$ cat config.mk
export PLATFORM = sky130hd
export DESIGN_NAME = srtp_packet_header_parser_unit
export DESIGN_NICKNAME = d
export VERILOG_FILES = /design/src/hw/rtl/srtp_hp_pkg.sv /design/src/hw/rtl/srtp_hp_front.sv /design/src/hw/rtl/srtp_hp_queue.sv /design/src/hw/rtl/srtp_hp_back.sv /design/src/hw/rtl/srtp_packet_header_parser_unit.sv
export SDC_FILE = /design/constraint.sdc
export NUM_CORES = 1
export LEC_CHECK = 0
export BUFFER_PORTS_ARGS = -buffer_cell sky130_fd_sc_hd__buf_4
export CORE_MARGIN = 2
export CORE_UTILIZATION = 55
export CTS_CLUSTER_SIZE = 10
export DETAILED_ROUTE_END_ITERATION = 7
export GPL_ROUTABILITY_DRIVEN = 0
export GPL_TIMING_DRIVEN = 1
export PLACE_DENSITY = 0.72
export SLEW_MARGIN = 20
export SYNTH_ARGS = -nofsm -noshare
export SYNTH_HDL_FRONTEND = slang
export SYNTH_SLANG_ARGS = --single-unit
$ cat constraint.sdc
create_clock -name clk -period 13.1 [get_ports clk]
set_input_delay 1.31 -clock clk [delete_from_list [all_inputs] [get_ports clk]]
set_output_delay 1.31 -clock clk [all_outputs]
set_load 0.01 [all_outputs]
$ cat src/hw/rtl/srtp_hp_pkg.sv
// ----------------------------------------------------------------------------
// srtp_hp_pkg
// Shared types and constants for the RTP/SRTP packet header parser: channel
// payloads, configuration register indices, status codes and the per-packet
// record passed from the byte front end to the length back end.
// ----------------------------------------------------------------------------
`default_nettype none

package srtp_hp_pkg;

  localparam int MAX_PACKET_BYTES = 2048;
  localparam int POS_W            = $clog2(MAX_PACKET_BYTES + 1);
  localparam int LEN_W            = 12;
  localparam int BASE_W           = 7;
  localparam int CMP_W            = (POS_W > BASE_W) ? POS_W : BASE_W;
  localparam int HLEN_W           = 19;
  localparam int TRAIL_W          = 7;
  localparam int BASE_HDR_BYTES   = 12;
  localparam int EXT_HDR_BYTES    = 4;

  localparam logic [1:0] RTP_VERSION     = 2'd2;
  localparam logic [5:0] AUTH_TAG_RESET  = 6'd10;

  typedef enum logic [1:0] {
    CFG_SECURE_MODE    = 2'd0,
    CFG_AUTH_TAG_BYTES = 2'd1,
    CFG_MKI_BYTES      = 2'd2
  } cfg_index_e;

  typedef enum logic [2:0] {
    ST_OK            = 3'd0,
    ST_SHORT_BASE    = 3'd1,
    ST_BAD_VERSION   = 3'd2,
    ST_SHORT_EXT     = 3'd3,
    ST_SHORT_HEADER  = 3'd4,
    ST_SHORT_TRAILER = 3'd5,
    ST_TOO_LONG      = 3'd6
  } status_e;

  typedef struct packed {
    logic [7:0]  packet_byte;
    logic        last_byte;
    logic [31:0] rollover_count;
  } in_t;

  typedef struct packed {
    status_e     status;
    logic [11:0] byte_count;
    logic [11:0] hdr_bytes;
    logic [11:0] body_bytes;
    logic [11:0] mki_offset;
    logic [11:0] tag_offset;
    logic [15:0] sequence_number;
    logic [31:0] source_id;
    logic [47:0] packet_index;
  } out_t;

  typedef struct packed {
    logic       secure_mode;
    logic [5:0] auth_tag_bytes;
    logic [4:0] mki_bytes;
  } cfg_t;

  typedef struct packed {
    logic [POS_W-1:0] count;
    logic             overlong;
    logic [1:0]       version;
    logic             ext_flag;
    logic [3:0]       csrc_count;
    logic [15:0]      ext_words;
    logic [15:0]      seq;
    logic [31:0]      ssrc;
    logic [31:0]      rollover;
  } rec_t;

endpackage

`default_nettype wire

$ cat src/hw/rtl/srtp_hp_front.sv
// ----------------------------------------------------------------------------
// srtp_hp_front
// Byte front end: tracks the position in the packet, latches header fields
// and hands a packet record to the queue on the last byte.
// ----------------------------------------------------------------------------
`default_nettype none

module srtp_hp_front (
  input  wire logic              clk,
  input  wire logic              rst,
  input  wire logic              in_valid,
  output logic                   in_ready,
  input  wire srtp_hp_pkg::in_t  in_data,
  output logic                   rec_push,
  output srtp_hp_pkg::rec_t      rec_data,
  input  wire logic              rec_full
);
  import srtp_hp_pkg::*;

  logic [POS_W-1:0] byte_position;
  logic [1:0]       version_field;
  logic             extension_flag;
  logic [3:0]       csrc_count;
  logic [15:0]      seq_latch;
  logic [31:0]      ssrc_latch;
  logic [15:0]      extension_words;
  logic [31:0]      rollover_latch;
  logic             overlong_flag;

  logic [POS_W-1:0] byte_position_next;
  logic [1:0]       version_field_next;
  logic             extension_flag_next;
  logic [3:0]       csrc_count_next;
  logic [15:0]      seq_latch_next;
  logic [31:0]      ssrc_latch_next;
  logic [15:0]      extension_words_next;
  logic [31:0]      rollover_latch_next;
  logic             overlong_flag_next;

  logic             first;
  logic             accept;
  logic [BASE_W-1:0] base_len;
  logic [CMP_W-1:0]  pos_cmp;
  logic [CMP_W-1:0]  base_cmp;
  logic [7:0]        b;

  assign in_ready = !rec_full;
  assign accept   = in_valid && in_ready;
  assign first    = (byte_position == '0);
  assign b        = in_data.packet_byte;
  assign base_len = BASE_W'(BASE_HDR_BYTES) + {1'b0, csrc_count, 2'b00};
  assign pos_cmp  = CMP_W'(byte_position);
  assign base_cmp = CMP_W'(base_len);

  always_comb begin
    version_field_next   = first ? 2'd0  : version_field;
    extension_flag_next  = first ? 1'b0  : extension_flag;
    csrc_count_next      = first ? 4'd0  : csrc_count;
    seq_latch_next       = first ? 16'd0 : seq_latch;
    ssrc_latch_next      = first ? 32'd0 : ssrc_latch;
    extension_words_next = first ? 16'd0 : extension_words;
    rollover_latch_next  = first ? in_data.rollover_count : rollover_latch;
    overlong_flag_next   = first ? 1'b0  : overlong_flag;
    byte_position_next   = byte_position;
    if (CMP_W'(byte_position) >= CMP_W'(MAX_PACKET_BYTES)) begin
      overlong_flag_next = 1'b1;
      byte_position_next = POS_W'(MAX_PACKET_BYTES);
    end else begin
      byte_position_next = byte_position + POS_W'(1);
      if (pos_cmp == CMP_W'(0)) begin
        version_field_next  = b[7:6];
        extension_flag_next = b[4];
        csrc_count_next     = b[3:0];
      end else if (pos_cmp == CMP_W'(2)) begin
        seq_latch_next[15:8] = b;
      end else if (pos_cmp == CMP_W'(3)) begin
        seq_latch_next[7:0] = b;
      end else if (pos_cmp >= CMP_W'(8) && pos_cmp <= CMP_W'(11)) begin
        ssrc_latch_next = {ssrc_latch[23:0], b};
      end else if (pos_cmp == base_cmp + CMP_W'(2)) begin
        extension_words_next[15:8] = b;
      end else if (pos_cmp == base_cmp + CMP_W'(3)) begin
        extension_words_next[7:0] = b;
      end
    end
  end

  assign rec_push = accept && in_data.last_byte;

  always_comb begin
    rec_data.count      = byte_position_next;
    rec_data.overlong   = overlong_flag_next;
    rec_data.version    = version_field_next;
    rec_data.ext_flag   = extension_flag_next;
    rec_data.csrc_count = csrc_count_next;
    rec_data.ext_words  = extension_words_next;
    rec_data.seq        = seq_latch_next;
    rec_data.ssrc       = ssrc_latch_next;
    rec_data.rollover   = rollover_latch_next;
  end

  always_ff @(posedge clk) begin
    if (rst) begin
      byte_position   <= '0;
      version_field   <= '0;
      extension_flag  <= 1'b0;
      csrc_count      <= '0;
      seq_latch       <= '0;
      ssrc_latch      <= '0;
      extension_words <= '0;
      rollover_latch  <= '0;
      overlong_flag   <= 1'b0;
    end else if (accept) begin
      version_field   <= version_field_next;
      extension_flag  <= extension_flag_next;
      csrc_count      <= csrc_count_next;
      seq_latch       <= seq_latch_next;
      ssrc_latch      <= ssrc_latch_next;
      extension_words <= extension_words_next;
      rollover_latch  <= rollover_latch_next;
      if (in_data.last_byte) begin
        byte_position <= '0;
        overlong_flag <= 1'b0;
      end else begin
        byte_position <= byte_position_next;
        overlong_flag <= overlong_flag_next;
      end
    end
  end

endmodule

`default_nettype wire

$ cat src/hw/rtl/srtp_hp_queue.sv
// ----------------------------------------------------------------------------
// srtp_hp_queue
// Two-entry queue of packet records between the front end and the back end.
// ----------------------------------------------------------------------------
`default_nettype none

module srtp_hp_queue (
  input  wire logic               clk,
  input  wire logic               rst,
  input  wire logic               push,
  input  wire srtp_hp_pkg::rec_t  push_data,
  output logic                    full,
  input  wire logic               pop,
  output logic                    head_valid,
  output srtp_hp_pkg::rec_t       head_data
);
  import srtp_hp_pkg::*;

  rec_t       entries [2];
  logic       wr_ptr;
  logic       rd_ptr;
  logic [1:0] fill;
  logic       do_push;
  logic       do_pop;

  assign full       = (fill == 2'd2);
  assign head_valid = (fill != 2'd0);
  assign head_data  = entries[rd_ptr];
  assign do_push    = push && !full;
  assign do_pop     = pop && head_valid;

  always_ff @(posedge clk) begin
    if (do_push) begin
      entries[wr_ptr] <= push_data;
    end
  end

  always_ff @(posedge clk) begin
    if (rst) begin
      wr_ptr <= 1'b0;
      rd_ptr <= 1'b0;
      fill   <= 2'd0;
    end else begin
      if (do_push) begin
        wr_ptr <= !wr_ptr;
      end
      if (do_pop) begin
        rd_ptr <= !rd_ptr;
      end
      unique case ({do_push, do_pop})
        2'b10:   fill <= fill + 2'd1;
        2'b01:   fill <= fill - 2'd1;
        default: fill <= fill;
      endcase
    end
  end

endmodule

`default_nettype wire

$ cat src/hw/rtl/srtp_hp_back.sv
// ----------------------------------------------------------------------------
// srtp_hp_back
// Length back end: two stages turning a packet record into status, lengths,
// offsets and the srtp index, ending in the output register.
// ----------------------------------------------------------------------------
`default_nettype none

module srtp_hp_back (
  input  wire logic               clk,
  input  wire logic               rst,
  input  wire srtp_hp_pkg::cfg_t  cfg,
  input  wire logic               rec_valid,
  input  wire srtp_hp_pkg::rec_t  rec_data,
  output logic                    rec_pop,
  output logic                    out_valid,
  input  wire logic               out_ready,
  output srtp_hp_pkg::out_t       out_data
);
  import srtp_hp_pkg::*;

  // stage one
  logic              s1_valid;
  status_e           s1_pre;
  logic [HLEN_W-1:0] s1_hlen;
  logic [TRAIL_W-1:0] s1_trail;
  logic [POS_W-1:0]  s1_count;
  logic [15:0]       s1_seq;
  logic [31:0]       s1_ssrc;
  logic [31:0]       s1_roll;

  logic              adv1;
  logic              adv2;
  logic [BASE_W-1:0] base_len;
  logic [HLEN_W-1:0] ext_len;
  logic [HLEN_W-1:0] hlen_c;
  logic [TRAIL_W-1:0] trail_c;
  status_e           pre_c;

  assign adv2    = !out_valid || out_ready;
  assign adv1    = !s1_valid || adv2;
  assign rec_pop = rec_valid && adv1;

  assign base_len = BASE_W'(BASE_HDR_BYTES) + {1'b0, rec_data.csrc_count, 2'b00};
  assign ext_len  = HLEN_W'({rec_data.ext_words, 2'b00}) + HLEN_W'(EXT_HDR_BYTES);
  assign hlen_c   = HLEN_W'(base_len) + (rec_data.ext_flag ? ext_len : '0);
  assign trail_c  = cfg.secure_mode ?
                    (TRAIL_W'(cfg.auth_tag_bytes) + TRAIL_W'(cfg.mki_bytes)) : '0;

  always_comb begin
    priority if (rec_data.overlong) begin
      pre_c = ST_TOO_LONG;
    end else if (CMP_W'(rec_data.count) < CMP_W'(BASE_HDR_BYTES)) begin
      pre_c = ST_SHORT_BASE;
    end else if (rec_data.version != RTP_VERSION) begin
      pre_c = ST_BAD_VERSION;
    end else if (rec_data.ext_flag &&
                 CMP_W'(rec_data.count) < CMP_W'(base_len) + CMP_W'(EXT_HDR_BYTES)) begin
      pre_c = ST_SHORT_EXT;
    end else begin
      pre_c = ST_OK;
    end
  end

  always_ff @(posedge clk) begin
    if (rst) begin
      s1_valid <= 1'b0;
    end else if (adv1) begin
      s1_valid <= rec_valid;
    end
  end

  always_ff @(posedge clk) begin
    if (adv1 && rec_valid) begin
      s1_pre   <= pre_c;
      s1_hlen  <= hlen_c;
      s1_trail <= trail_c;
      s1_count <= rec_data.count;
      s1_seq   <= rec_data.seq;
      s1_ssrc  <= rec_data.ssrc;
      s1_roll  <= rec_data.rollover;
    end
  end

  // stage two
  logic [HLEN_W-1:0] count_h;
  logic [HLEN_W-1:0] diff;
  logic [HLEN_W-1:0] trail_h;
  logic [LEN_W-1:0]  mki_off;
  status_e           status_c;
  out_t              result;

  assign count_h = HLEN_W'(s1_count);
  assign trail_h = HLEN_W'(s1_trail);
  assign diff    = count_h - s1_hlen;
  assign mki_off = LEN_W'(count_h - trail_h);

  always_comb begin
    priority if (s1_pre != ST_OK) begin
      status_c = s1_pre;
    end else if (count_h < s1_hlen) begin
      status_c = ST_SHORT_HEADER;
    end else if (diff < trail_h) begin
      status_c = ST_SHORT_TRAILER;
    end else begin
      status_c = ST_OK;
    end
  end

  always_comb begin
    result.status          = status_c;
    result.byte_count      = LEN_W'(s1_count);
    result.sequence_number = s1_seq;
    result.source_id       = s1_ssrc;
    result.packet_index    = {s1_roll, s1_seq};
    if (status_c == ST_OK) begin
      result.hdr_bytes  = LEN_W'(s1_hlen);
      result.body_bytes = LEN_W'(diff - trail_h);
      result.mki_offset = mki_off;
      result.tag_offset = mki_off +
                          (cfg.secure_mode ? LEN_W'(cfg.mki_bytes) : '0);
    end else begin
      result.hdr_bytes  = '0;
      result.body_bytes = '0;
      result.mki_offset = '0;
      result.tag_offset = '0;
    end
  end

  always_ff @(posedge clk) begin
    if (rst) begin
      out_valid <= 1'b0;
    end else if (adv2) begin
      out_valid <= s1_valid;
    end
  end

  always_ff @(posedge clk) begin
    if (adv2 && s1_valid) begin
      out_data <= result;
    end
  end

endmodule

`default_nettype wire

$ cat src/hw/rtl/srtp_packet_header_parser_unit.sv
// ----------------------------------------------------------------------------
// srtp_packet_header_parser_unit
// RTP/SRTP header parser taking one packet byte per beat.
//
// in channel: one byte per beat with a last-byte mark; the rollover counter is
// sampled with the first byte of each packet. Bytes are taken one per cycle
// for as long as the record queue has room.
// out channel: one result beat per packet, carrying status, lengths, offsets,
// sequence number, ssrc and the 48-bit srtp index, registered through the
// queue, stage one and the output register; back-to-back one-byte packets
// give one result per cycle while out_ready stays high.
// cfg channel: register index and data, always ready; write only while idle.
// A stalled receiver holds the output register; the back end and a two-entry
// record queue keep absorbing packets, and only when the queue is full is
// in_ready dropped. Reset empties the pipeline, restarts at the first byte
// of a packet and loads the register defaults (tag 10 bytes, no mki, clear).
// ----------------------------------------------------------------------------
`default_nettype none

module srtp_packet_header_parser_unit (
  input  wire logic              clk,
  input  wire logic              rst,
  input  wire logic              in_valid,
  output logic                   in_ready,
  input  wire srtp_hp_pkg::in_t  in_data,
  output logic                   out_valid,
  input  wire logic              out_ready,
  output srtp_hp_pkg::out_t      out_data,
  input  wire logic              cfg_valid,
  output logic                   cfg_ready,
  input  wire logic [1:0]        cfg_index,
  input  wire logic [7:0]        cfg_data
);
  import srtp_hp_pkg::*;

  cfg_t cfg;
  logic rec_push;
  rec_t rec_in;
  logic rec_full;
  logic rec_pop;
  logic rec_valid;
  rec_t rec_head;

  assign cfg_ready = 1'b1;

  always_ff @(posedge clk) begin
    if (rst) begin
      cfg.secure_mode    <= 1'b0;
      cfg.auth_tag_bytes <= AUTH_TAG_RESET;
      cfg.mki_bytes      <= '0;
    end else if (cfg_valid && cfg_ready) begin
      unique case (cfg_index)
        CFG_SECURE_MODE:    cfg.secure_mode    <= cfg_data[0];
        CFG_AUTH_TAG_BYTES: cfg.auth_tag_bytes <= cfg_data[5:0];
        CFG_MKI_BYTES:      cfg.mki_bytes      <= cfg_data[4:0];
        default: ;
      endcase
    end
  end

  srtp_hp_front u_front (
    .clk      (clk),
    .rst      (rst),
    .in_valid (in_valid),
    .in_ready (in_ready),
    .in_data  (in_data),
    .rec_push (rec_push),
    .rec_data (rec_in),
    .rec_full (rec_full)
  );

  srtp_hp_queue u_queue (
    .clk        (clk),
    .rst        (rst),
    .push       (rec_push),
    .push_data  (rec_in),
    .full       (rec_full),
    .pop        (rec_pop),
    .head_valid (rec_valid),
    .head_data  (rec_head)
  );

  srtp_hp_back u_back (
    .clk       (clk),
    .rst       (rst),
    .cfg       (cfg),
    .rec_valid (rec_valid),
    .rec_data  (rec_head),
    .rec_pop   (rec_pop),
    .out_valid (out_valid),
    .out_ready (out_ready),
    .out_data  (out_data)
  );

endmodule

`default_nettype wire

==> run_results.csv <==
group,metric,value,unit
yosys,synth_top_area_share,56.9,%
clock_tree,cts_max_path_buffers,3,
sta,fin_crit,4640,ps
clock_tree,cts_resized,0,
grt,grt_start_max_net_pins,98,
grt,grt_use_total,21.8,%
clock_tree,clock-sinks,625,
die,dieArea,0.0488,mm²
yosys,synth-seq-cells,625,
run_status,outcome,"finished, final reports clean",
die,initial_core_util,55.7,%
yosys,synthSimpleGateAreaFrac,12.5,%
grt,grt_overflow,0,
power_and_ir_drop,switching_share,30.1,%
yosys,avgSynthCellArea,12.6,µm²
power_and_ir_drop,power.switching,1.89,mW
route,via_per_inst,5.55,
power_and_ir_drop,seqPwrFrac,44.3,%
power_and_ir_drop,power_frac_clock,29.6,%
place,hpwl,33200,µm
clock_tree,cts_setup_buffers,0,
job,maxCapViolCount,0,
sta,setup_ws,8460,ps
grt,antenna_found_initial,0,
yosys,synth-edff-count,490,
sta,max_clock_freq,215,MHz
sta,clock_skew,24.6,ps
power_and_ir_drop,intPower,4.38,mW
grt,grt_pass1_wl,85100,µm
yosys,synth-compound-area-share,6.01,%
yosys,syn_area,0.0259,mm²
sta,final_max_slew_viol_count,0,
clock_tree,cts_tree,"yes",
yosys,ys_types,69,
clock_tree,numCtsBuffers,73,
sta,worst_pin_slew,1040,ps
sta,slew_headroom,30.6,%
clock_tree,clockRootBuffer,"clkbuf_16",
sta,finalSetupTns,0,ps
sta,rsz0062_at_grt,"false",
critical_path,cp_data_required_time,13420,ps
yosys,synth_top_area_cell,"edfxtp_1",
power_and_ir_drop,pwr-share-comb,26.1,%
clock_tree,clkLatencyLatePin,610,ps
die,die_w,221,µm
yosys,synth_fa_ha_area_share,2.80,%
route,drtIter0Drc,1249,
sta,hold_violations,0,
yosys,synthMuxAreaShare,6.14,%
clock_tree,holdBufCountCts,0,
route,wl,53400,µm
critical_path,crit_type,"register to register",
route,vias,16200,
route,drcViolationCount,0,
critical_path,cp_data_arrival_time,4970,ps
critical_path,rrSetupSlack,8460,ps
critical_path,critPathLaunchType,"register",
die,rows,79,
yosys,synth_flop_cell,"edfxtp_1",
place,port_buffers,212,
finish,fin_util,64.9,%
yosys,yosys_warnings,0,
yosys,synthTopCellsByArea,"edfxtp_1, dfxtp_1, nand2_1, mux2_2, nor2_1",
route,drtPass1Iterations,5,
critical_path,crit_fanout,22,
grt,grt_pass1_vias,16200,
finish,drive_gt1_share,19.0,%
route,wl_per_cell,18.3,µm
yosys,synth-async-reset-ratio,0,%
yosys,synth_top_family_by_area,"simple AND/OR/NAND/NOR gates",
sta,setup_violations,0,
die,die_h,221,µm
die,core,0.0465,mm²
yosys,syn_inst,2060,
yosys,ys_seq_area_share,67.3,%
power_and_ir_drop,p_per_area,208,mW/mm²
min_path,hold_class,"register to register",
finish,area_growth,16.4,%
finish,finalNetCount,2361,
die,ioPinCount,218,
power_and_ir_drop,p_leak,11.1,nW
yosys,synth-xor-area-share,2.44,%
sta,timing.final.crit_share,35.4,%
clock_tree,path_clk_slew,60,ps
clock_tree,h-tree-depth,3,
route,final_antenna_net_count,0,
place,post-place-ws,8470,ps
power_and_ir_drop,irDropWorstVdd,0.000142,V
finish,antenna_cells,0,
critical_path,cp-end-kind,"register",
flip-flops by register name, indices dropped and copies added (netlist names), 12 cells and up, named ones only:
signal	cells
u_front.rollover_latch	32
u_back.s1_hlen	17
u_back.s1_ssrc	32
u_back.s1_count	12
cfg	12
u_back.out_data	139
u_front.ssrc_latch	32
u_back.s1_roll	32
u_front.seq_latch	16
u_front.extension_words	16
u_queue.entries	232
u_back.s1_seq	16
u_front.byte_position	12
path summary, 6_finish.rpt:
check	from	depth (start not counted)	end
worst max-delay path	u_back.s1_count[2]$_DFFE_PP_	15	u_back.out_data[113]$_SDFFCE_PP0P_
worst min-delay path	u_back.s1_roll[11]$_DFFE_PP_	0	u_back.out_data[27]$_DFFE_PP_
worst max register to register	u_back.s1_count[2]$_DFFE_PP_	15	u_back.out_data[113]$_SDFFCE_PP0P_
worst min register to register	u_back.s1_roll[11]$_DFFE_PP_	0	u_back.out_data[27]$_DFFE_PP_
worst max-delay path: stages (launching register included):
cell and delay (ps):
edfxtp_1 390, inv_1 60, ha_1 220, fa_1 420, nor2b_1 140, o21ai_1 90
a21boi_1 320, nor2_1 110, ha_1 290, o21ai_0 80, a31oi_1 80, or3_1 380
or4_4 580, o41ai_4 710, buf_4 390, nor3_1 110
synthesized netlist by cell type (10+ instances only):
master      n
and3_1     15
inv_1      50
nor2b_1    16
o21ai_0    33
mux2i_1    44
a21o_1     16
dfxtp_1   135
nand3_1    18
nand3b_1   12
nand2b_1   10
a22oi_1    29
buf_1      11
nor3_1     51
nand2_1   338
clkbuf_1   78
nor2_1    211
xnor2_1    38
and2_1     19
edfxtp_1  490
a21oi_1   122
xor2_1     34
buf_4      23
mux2_2    102
ha_1       50
layout by cell type, fill, tap and decap left out, drive strengths merged, types with 4 or more instances in the layout:
cell type / n
and2: 20
nor2b: 16
nor3: 52
mux2: 102
fa: 5
inv: 52
or3: 5
or4: 6
nand4: 7
a21o: 16
mux2i: 44
nor4: 7
a21oi: 123
clkbuf: 130
nand3: 18
xnor2: 38
dfxtp: 135
nand4b: 4
o21bai: 6
nand2b: 10
buf: 232
o21a: 9
ha: 50
a211oi: 4
nor2: 211
o21ai: 38
and3: 15
nand3b: 12
xor2: 34
nand2: 338
nor3b: 7
edfxtp: 490
a22oi: 29
stage by stage:
step	instance area (µm²)	std cells	power, mW	hold WS, ps
floorplan	25900	2061	4.01	400
global placement	27900	2781	4.39	403
detailed placement	27900	2781	4.45	405
CTS	30100	2915	6.32	413
global route	30100	2916	6.61	414
finish	30100	2916	6.27	401
routing by layer:
metal,global-route usage (%),vias to the layer above,part of all wire [%]
met5,0,-,0
met4,9.37,0,3.0
met3,5.17,118,7.0
met2,35.7,503,48
met1,28.0,7855,42
li1,-,7704,-
area by class of cell:
| class | instances | area (µm²) |
|---|---|---|
| flip-flops and latches | 625 | 17400 |
| multi-input cells | 1268 | 7800 |
| inverters | 50 | 188 |
| repair buffers | 232 | 1760 |
| clock inverters | 4 | 52.6 |
| fillers | 3416 | 16300 |
| clock buffers | 130 | 2150 |
| well taps | 607 | 759 |
cell families after synthesis:
kind of cell	count (synthesis)
buffers and inverters	168
other	2
DFF	625
and+or+nand+nor	737
xor gates and xnor gates	72
adders and majority gates	55
AOI/OAI and AO/OA	255
muxes	146
power groups by stage:
stage                     clock, mW  sequential [mW]  combinational [mW]
final                          1.86             2.78                1.64
after CTS                      1.90             2.78                1.64
after global routing           1.98             2.81                1.82
after floorplan                   0             2.87                1.13
after global placement            0             2.80                1.59
after detailed placement          0             2.82                1.63
(Power assumes the default switching activity.)
